--- src/sv/tvdllfw_pkg.sv ---
// Shared types and constants for the limited-linear TVD face weight core.
// Used by the front end, the divider, the back end and the top level.
package tvdllfw_pkg;

    localparam int VALUE_BITS_DEF = 32;
    localparam int QBITS          = 27;
    localparam int GAIN_W         = 23;
    localparam int WGT_W          = 17;
    localparam int RQ_W           = 29;

    localparam logic [GAIN_W-1:0] GAIN_RESET = 23'd131072;
    localparam logic [25:0]       SAT_SCALE  = 26'd65536000;
    localparam logic signed [RQ_W-1:0] RQ_SAT_POS = 29'sd131006464;
    localparam logic signed [RQ_W-1:0] RQ_SAT_NEG = -29'sd131137536;
    localparam logic [WGT_W-1:0] WGT_ONE = 17'd65536;

    typedef struct packed {
        logic              sat;
        logic              sat_pos;
        logic              qneg;
        logic              up;
        logic [WGT_W-1:0]  cw;
    } t_side;

endpackage

--- src/sv/tvdllfw_div.sv ---
// Pipelined restoring divider, one quotient bit per stage.
// Depends on tvdllfw_pkg for the quotient width and side record.
module tvdllfw_div #(
    parameter int VALUE_BITS = tvdllfw_pkg::VALUE_BITS_DEF,
    parameter int NUMW = 2 * VALUE_BITS + 2
) (
    input  logic                             i_clk,
    input  logic                             i_rst_n,
    input  logic                             i_en,
    input  logic                             i_vld,
    input  logic [NUMW-1:0]                  i_num,
    input  logic [VALUE_BITS-1:0]            i_den,
    input  tvdllfw_pkg::t_side               i_side,
    output logic                             o_vld,
    output logic [tvdllfw_pkg::QBITS-1:0]    o_q,
    output tvdllfw_pkg::t_side               o_side
);
    localparam int QB = tvdllfw_pkg::QBITS;
    localparam int RW = VALUE_BITS + 1;

    logic                  r_vld  [QB+1];
    logic [RW-1:0]         r_rem  [QB+1];
    logic [QB-1:0]         r_lq   [QB+1];
    logic [VALUE_BITS-1:0] r_den  [QB+1];
    tvdllfw_pkg::t_side    r_side [QB+1];

    assign r_vld[0]  = i_vld;
    assign r_rem[0]  = RW'(i_num[NUMW-1:QB]);
    assign r_lq[0]   = i_num[QB-1:0];
    assign r_den[0]  = i_den;
    assign r_side[0] = i_side;

    for (genvar g = 0; g < QB; g++) begin : g_stage
        logic [RW:0] n_t;
        logic        n_ge;
        assign n_t  = {r_rem[g], r_lq[g][QB-1]};
        assign n_ge = (n_t >= (RW+1)'(r_den[g]));

        always_ff @(posedge i_clk) begin
            if (!i_rst_n) begin
                r_vld[g+1] <= 1'b0;
            end else if (i_en) begin
                r_vld[g+1] <= r_vld[g];
            end
        end

        always_ff @(posedge i_clk) begin
            if (i_en) begin
                r_rem[g+1]  <= n_ge ? RW'(n_t - (RW+1)'(r_den[g])) : RW'(n_t);
                r_lq[g+1]   <= {r_lq[g][QB-2:0], n_ge};
                r_den[g+1]  <= r_den[g];
                r_side[g+1] <= r_side[g];
            end
        end
    end

    assign o_vld  = r_vld[QB];
    assign o_q    = r_lq[QB];
    assign o_side = r_side[QB];
endmodule

--- config.mk ---
export PLATFORM = sky130hd
export DESIGN_NAME = tvdllfw_div
export DESIGN_NICKNAME = d
export VERILOG_FILES = /design/src/sv/tvdllfw_pkg.sv /design/src/sv/tvdllfw_div.sv
export SDC_FILE = /design/constraint.sdc
export NUM_CORES = 2
export LEC_CHECK = 0
export CAP_MARGIN = 15
export CORE_ASPECT_RATIO = 1.2
export CORE_MARGIN = 2
export CORE_UTILIZATION = 28
export CTS_CLUSTER_DIAMETER = 100
export DETAILED_ROUTE_END_ITERATION = 10
export DONT_BUFFER_PORTS = 1
export SLEW_MARGIN = 20
export SYNTH_ARGS = -nofsm -noshare
export SYNTH_HDL_FRONTEND = slang
export SYNTH_SLANG_ARGS = --single-unit
--- constraint.sdc ---
create_clock -name i_clk -period 11.24 [get_ports i_clk]
set_input_delay 2.248 -clock i_clk [delete_from_list [all_inputs] [get_ports i_clk]]
set_output_delay 2.248 -clock i_clk [all_outputs]
set_load 0.05 [all_outputs]
# After elaboration in Yosys (flattened, before gate mapping)
# Index checks and enable logic that the tools add are counted.
# word_totals
register_bits,3013
latch_bits,0
ram_bits,0
romBits,0
inputBits,123
out_inout_bits,49
wordCells,320
n_memories,0
# op_classes
addsub,26
multipliers,0
n_div,0
magnitude_cmp,27
eq_ne,0
shifts,0
n_mux,26
n_bitwise,0
n_reduce_logical,0
# ops
op,count
$ge 34x32->1,27
$mux 33,26
$sub 33x32->33,26

# Logic depth before layout (Yosys ltp)
# logic_depth
depth_word,2
depth_mapped,18
depth_no_buf,15

# Least setup slack after synthesis
# No wires, ideal clock.
# synth_timing
path_type,input to register
start,input port i_den[4]
end,register r_rem (netlist bit g_stage[1].n_t[11]) (data pin)
setup_time_ps,256
arrival_time_ps,5108
required_ps,10984
slack_ps,5876
cell_stages,14
path_buffers,2
cell_sequence,inv_1 ha_1 a2111oi_1 o21ai_0 a22oi_1 a21oi_1 a22o_1 o41ai_1 or2_2 a211oi_1 a211o_1 buf_2 clkbuf_1 a31o_2
# synth_between
elab_chain_cells,2
elab_cells_between_ends,3
cone_classes,1 x add/sub; 1 x order compare; 1 x mux
# synth_rtl
item,line,text
start: declaration,tvdllfw_div.sv:12,"input logic [VALUE_BITS-1:0] i_den,"
$sub 33x32->33 or $ge 34x32->1 (tied branches),"tvdllfw_div.sv:49, tvdllfw_div.sv:37",
$mux 33 *,tvdllfw_div.sv:49,r_rem[g+1] <= n_ge ? RW'(n_t - (RW+1)'(r_den[g])) : RW'(n_t);
end signal: indexed assignment,tvdllfw_div.sv:49,
end: declaration,tvdllfw_div.sv:22,logic [RW-1:0] r_rem [QB+1];
# Mark *: on every way between the ends. The rest lies on a longest branch, timed or not.
# A chain may end at the register's enable or synchronous reset.

# Worst setup path after layout
# layout_timing
start,input port i_en
end,"register r_rem (netlist bit g_stage[2].n_t[30]), enable pin"
# layout_rtl
item,line,text
start: declaration,tvdllfw_div.sv:9,"input logic i_en,"
# No word-level cell between the ends.

==> metrics.md <==
| Metric | Value |
|---|---|
| #FFs+latches synth | `roughly 3,000` |
| Fin. Hold Viols | `0` |
| Final wirelength | `286 mm` |
| CTS H-tree lvls | `5` |
| Flop2flop setup slack | `5.86 ns` |
| Placer congestion estimate | `a little over 0.9` |
| First-pass GRT wire length | `about 450 mm` |
| Critical path endpoint category | `register` |
| Number of synthesis warnings | `0` |
| Critical path required time | `about 12 ns` |
| Cts bufs inserted | `344` |
| Clock Tree Buf Depth | `4` |
| Slowest stage delay, CP | `roughly 0.76 ns` |
| Clock Sinks | `3,013` |
| Clk_skew | `0.0461 ns` |
| Drt wl/cell | `roughly 15 µm` |
| Most used flip-flop cell after synthesis | `edfxtp_1` |
| EDFF count, synth | `between 2,000 and 3,000` |
| Number of global-route vias before repair | `between 80,000 and 90,000` |
| Hold path endpoint | `r_lq[579]` |
| Worst hold margin | `~0.4 ns` |
| Die Y | `between 700 and 800 µm` |
| Remaining antenna violation count after routing | `0` |
| Die area | `522,000 µm²` |
| Synth area leaders | `edfxtp_1, ha_1, a21oi_1` |
| Syn_nets | `12,500` |
| Hold WC Path Type | `register to register` |
| Seq pwr share | `between 30% and 40%` |
| Post-CTS resize count | `0` |
| Vias per cell | `4.50` |
| Row cnt | `approximately 290` |
| Worst Setup Slack, final | `between 3 and 4 ns` |
| Combinational share of power | `37.4%` |
| Worst EP arrival | `just under 8 ns` |
| Worst-path clk slew | `~0.060 ns` |
| Leakage | `0.0626 µW` |
| I/O Pins | `roughly 170` |
| DRT iter0 DRCs | `4,387` |
| Most frequent cells in the layout | `edfxtp_1, inv_1, nand2_1, a21oi_1, ha_1` |
| Mean Syn Cell Area | `12.5 µm²` |
| Worst Max-Slew Pin Slew | `1.20 ns` |
| Worst-case reg-to-reg path depth | `15` |
| Setup CP Type | `input pin to register` |
| DIE WIDTH | `between 600 and 700 µm` |
| Setup bufs post-CTS | `0` |
| Crit-path slowest cell | `buf_16` |
| Crit path time final | `7.31 ns` |
| Layout area overhead | `13.5%` |
| Root Driver | `clkbuf_16` |
| DPL Wire Length | `around 210 mm` |
| Share of cells above drive strength 1 | `between 6 and 7%` |
| DRC | `0` |
| Post-Syn Area | `about 140,000 µm²` |
| Most common cell on crit path | `buf_16` |
| Hold Buf Count CTS | `0` |
| Fin Setup TNS | `0 ns` |
| Power density over the cells | `273 nW/µm²` |
| Fill cells | `between 50,000 and 60,000` |
| Switching part of the total | `34.5%` |
| Max Freq | `approximately 140 MHz` |
| Max-slew violations | `0` |
| Worst skew pair latency | `between 0.9 and 1 ns` |
| Nets | `~13,000` |
| RSZ-0062 raised after global routing | `no` |
| Multi-input gate area | `between 40,000 and 50,000 µm²` |
| Core area | `approximately 500,000 µm²` |
| Most common cell after layout, fill and taps aside | `edfxtp_1` |
| Post-synth top area cell | `edfxtp_1` |
| Worst setup SP type | `input pin` |
| Synth top area share | `between 60 and 70%` |
| RR Endpoint | `g_stage[24].n_t[18]` |
| Worst Path Max Fanout | `between 200 and 250` |
| Non-filler cells, final | `between 15,000 and 20,000` |
| Async S/R FF share, synth | `0%` |
| Drt pass-1 iters | `5` |
| FF-to-FF Start | `g_stage[23].n_t[0]` |
| Setup violations, final | `0` |
| Cells after DPL | `about 18,000` |
| Max rail drop VDD | `149 µV` |
| Initial Util | `~28%` |
| Initial antenna violation count | `24` |
| Final instance area | `approximately 160,000 µm²` |
| DP Worst Slack | `2.86 ns` |
| GRT Resource Usage Total | `a little over a tenth` |
| CP cell instances | `buf_16, buf_16, buf_16, buf_16, buf_16, buf_16, buf_16, buf_16, buf_16, buf_16` |
| Grt total ovfl | `0` |
| Slew headroom | `between 10% and 20%` |
| P_sw | `about 15,000 µW` |
| Hold wc startpoint | `r_lq[605]` |
| Number of max-cap violations | `0` |
| Hold Path Stages | `0` |
| Port bufs | `0` |
| Final Cycle Share | `around two thirds` |
| Area after DPL | `about 150,000 µm²` |
| Vias | `84,400` |
| Mapped Cells | `between 10,000 and 15,000` |
| Cell Int Power | `~29,000 µW` |
| Clock power frac | `~25%` |
| Sequential cell area | `approximately 90,000 µm²` |
| Status | `complete, no violations` |
| TritonCTS clock tree | `done` |
| Distinct cell type count of the synthesized netlist | `93` |
| Seq/Total Area, Yosys | `62.4%` |
| Pin count of the biggest net entering global routing | `260` |
==> critical path: cells and delay by family <==
family                 cells  cell delay [ns]
buffers and inverters     10             5.07
==> state kept, by name, indices dropped and copies added (netlist names) <==
name	flops
o_q	27
o_vld	1
g_stage.n_t	884
r_vld	26
r_lq	676
r_side	546
o_side	21
r_den	832
==> Yosys cell counts, types with 127 or more instances <==
cell type and instances:
nand3_1 143, xnor2_1 444, inv_1 1099, nand2_1 917, edfxtp_1 2986, a21o_1 421
a21oi_1 908, clkbuf_1 185, ha_1 864, o21bai_1 132, nand2b_1 129, o21ai_0 833
nor2_1 519, xor2_1 290, nor2b_1 141, mux2_2 127
==> power by group through the flow <==
stage          Combinational, µW  Clock, µW  Sequential, µW
3_3_place_gp               16500          0           17100
6_report                   16800      11200           16900
4_1_cts                    16800      11600           16900
3_5_place_dp               16700          0           17200
5_1_grt                    18800      12000           17200
2_1_floorplan              12900          0           16600
==> layout make-up <==
class	instances	area share, %
antenna	9	0.0137
sequential	3013	55.0
inverter	1099	2.51
clock buffer	409	5.42
tap	6838	5.21
clock inverter	215	1.48
multi-input combinational	7113	29.8
timing repair buffer	57	0.541
==> routing by layer <==
metal  up-vias  share of wire, %  GRT usage [%]
met5         -             0.028              0
met4        12               7.5           7.26
met3       867               3.4           1.71
met2      1469                54           21.1
met1     39500                35           9.90
li1      42500                 -              -
==> worst max path at each step <==
stage,startpoint,end,slack [ns]
2_1_floorplan,i_den[4],g_stage[1].n_t[11],5.88
3_3_place_gp,i_en,g_stage[1].n_t[28],2.75
3_5_place_dp,i_en,r_den[861],2.86
4_1_cts,i_en,r_den[855],3.91
5_1_grt,i_en,g_stage[3].n_t[31],3.15
6_report,i_en,g_stage[2].n_t[30],3.93
==> logic make-up after synthesis <==
logic type	share of synthesized area, %
buffers and inverters	3.81
AND/OR/NAND/NOR	7.69
XOR/XNOR	4.45
adder cells (fa/ha/maj)	7.84
flip-flops	62.4
AO/OA/AOI/OAI	12.4
multiplexers	1.35
==> stage by stage <==
stage | total power [µW] | utilization [%]
after floorplan | 29500 | -
after global placement | 33700 | 29.6
after detailed placement | 33900 | 29.6
after CTS | 45400 | 31.8
after global routing | 48000 | 31.8
final | 44900 | 31.8
Power figures use the tool's default switching activity.
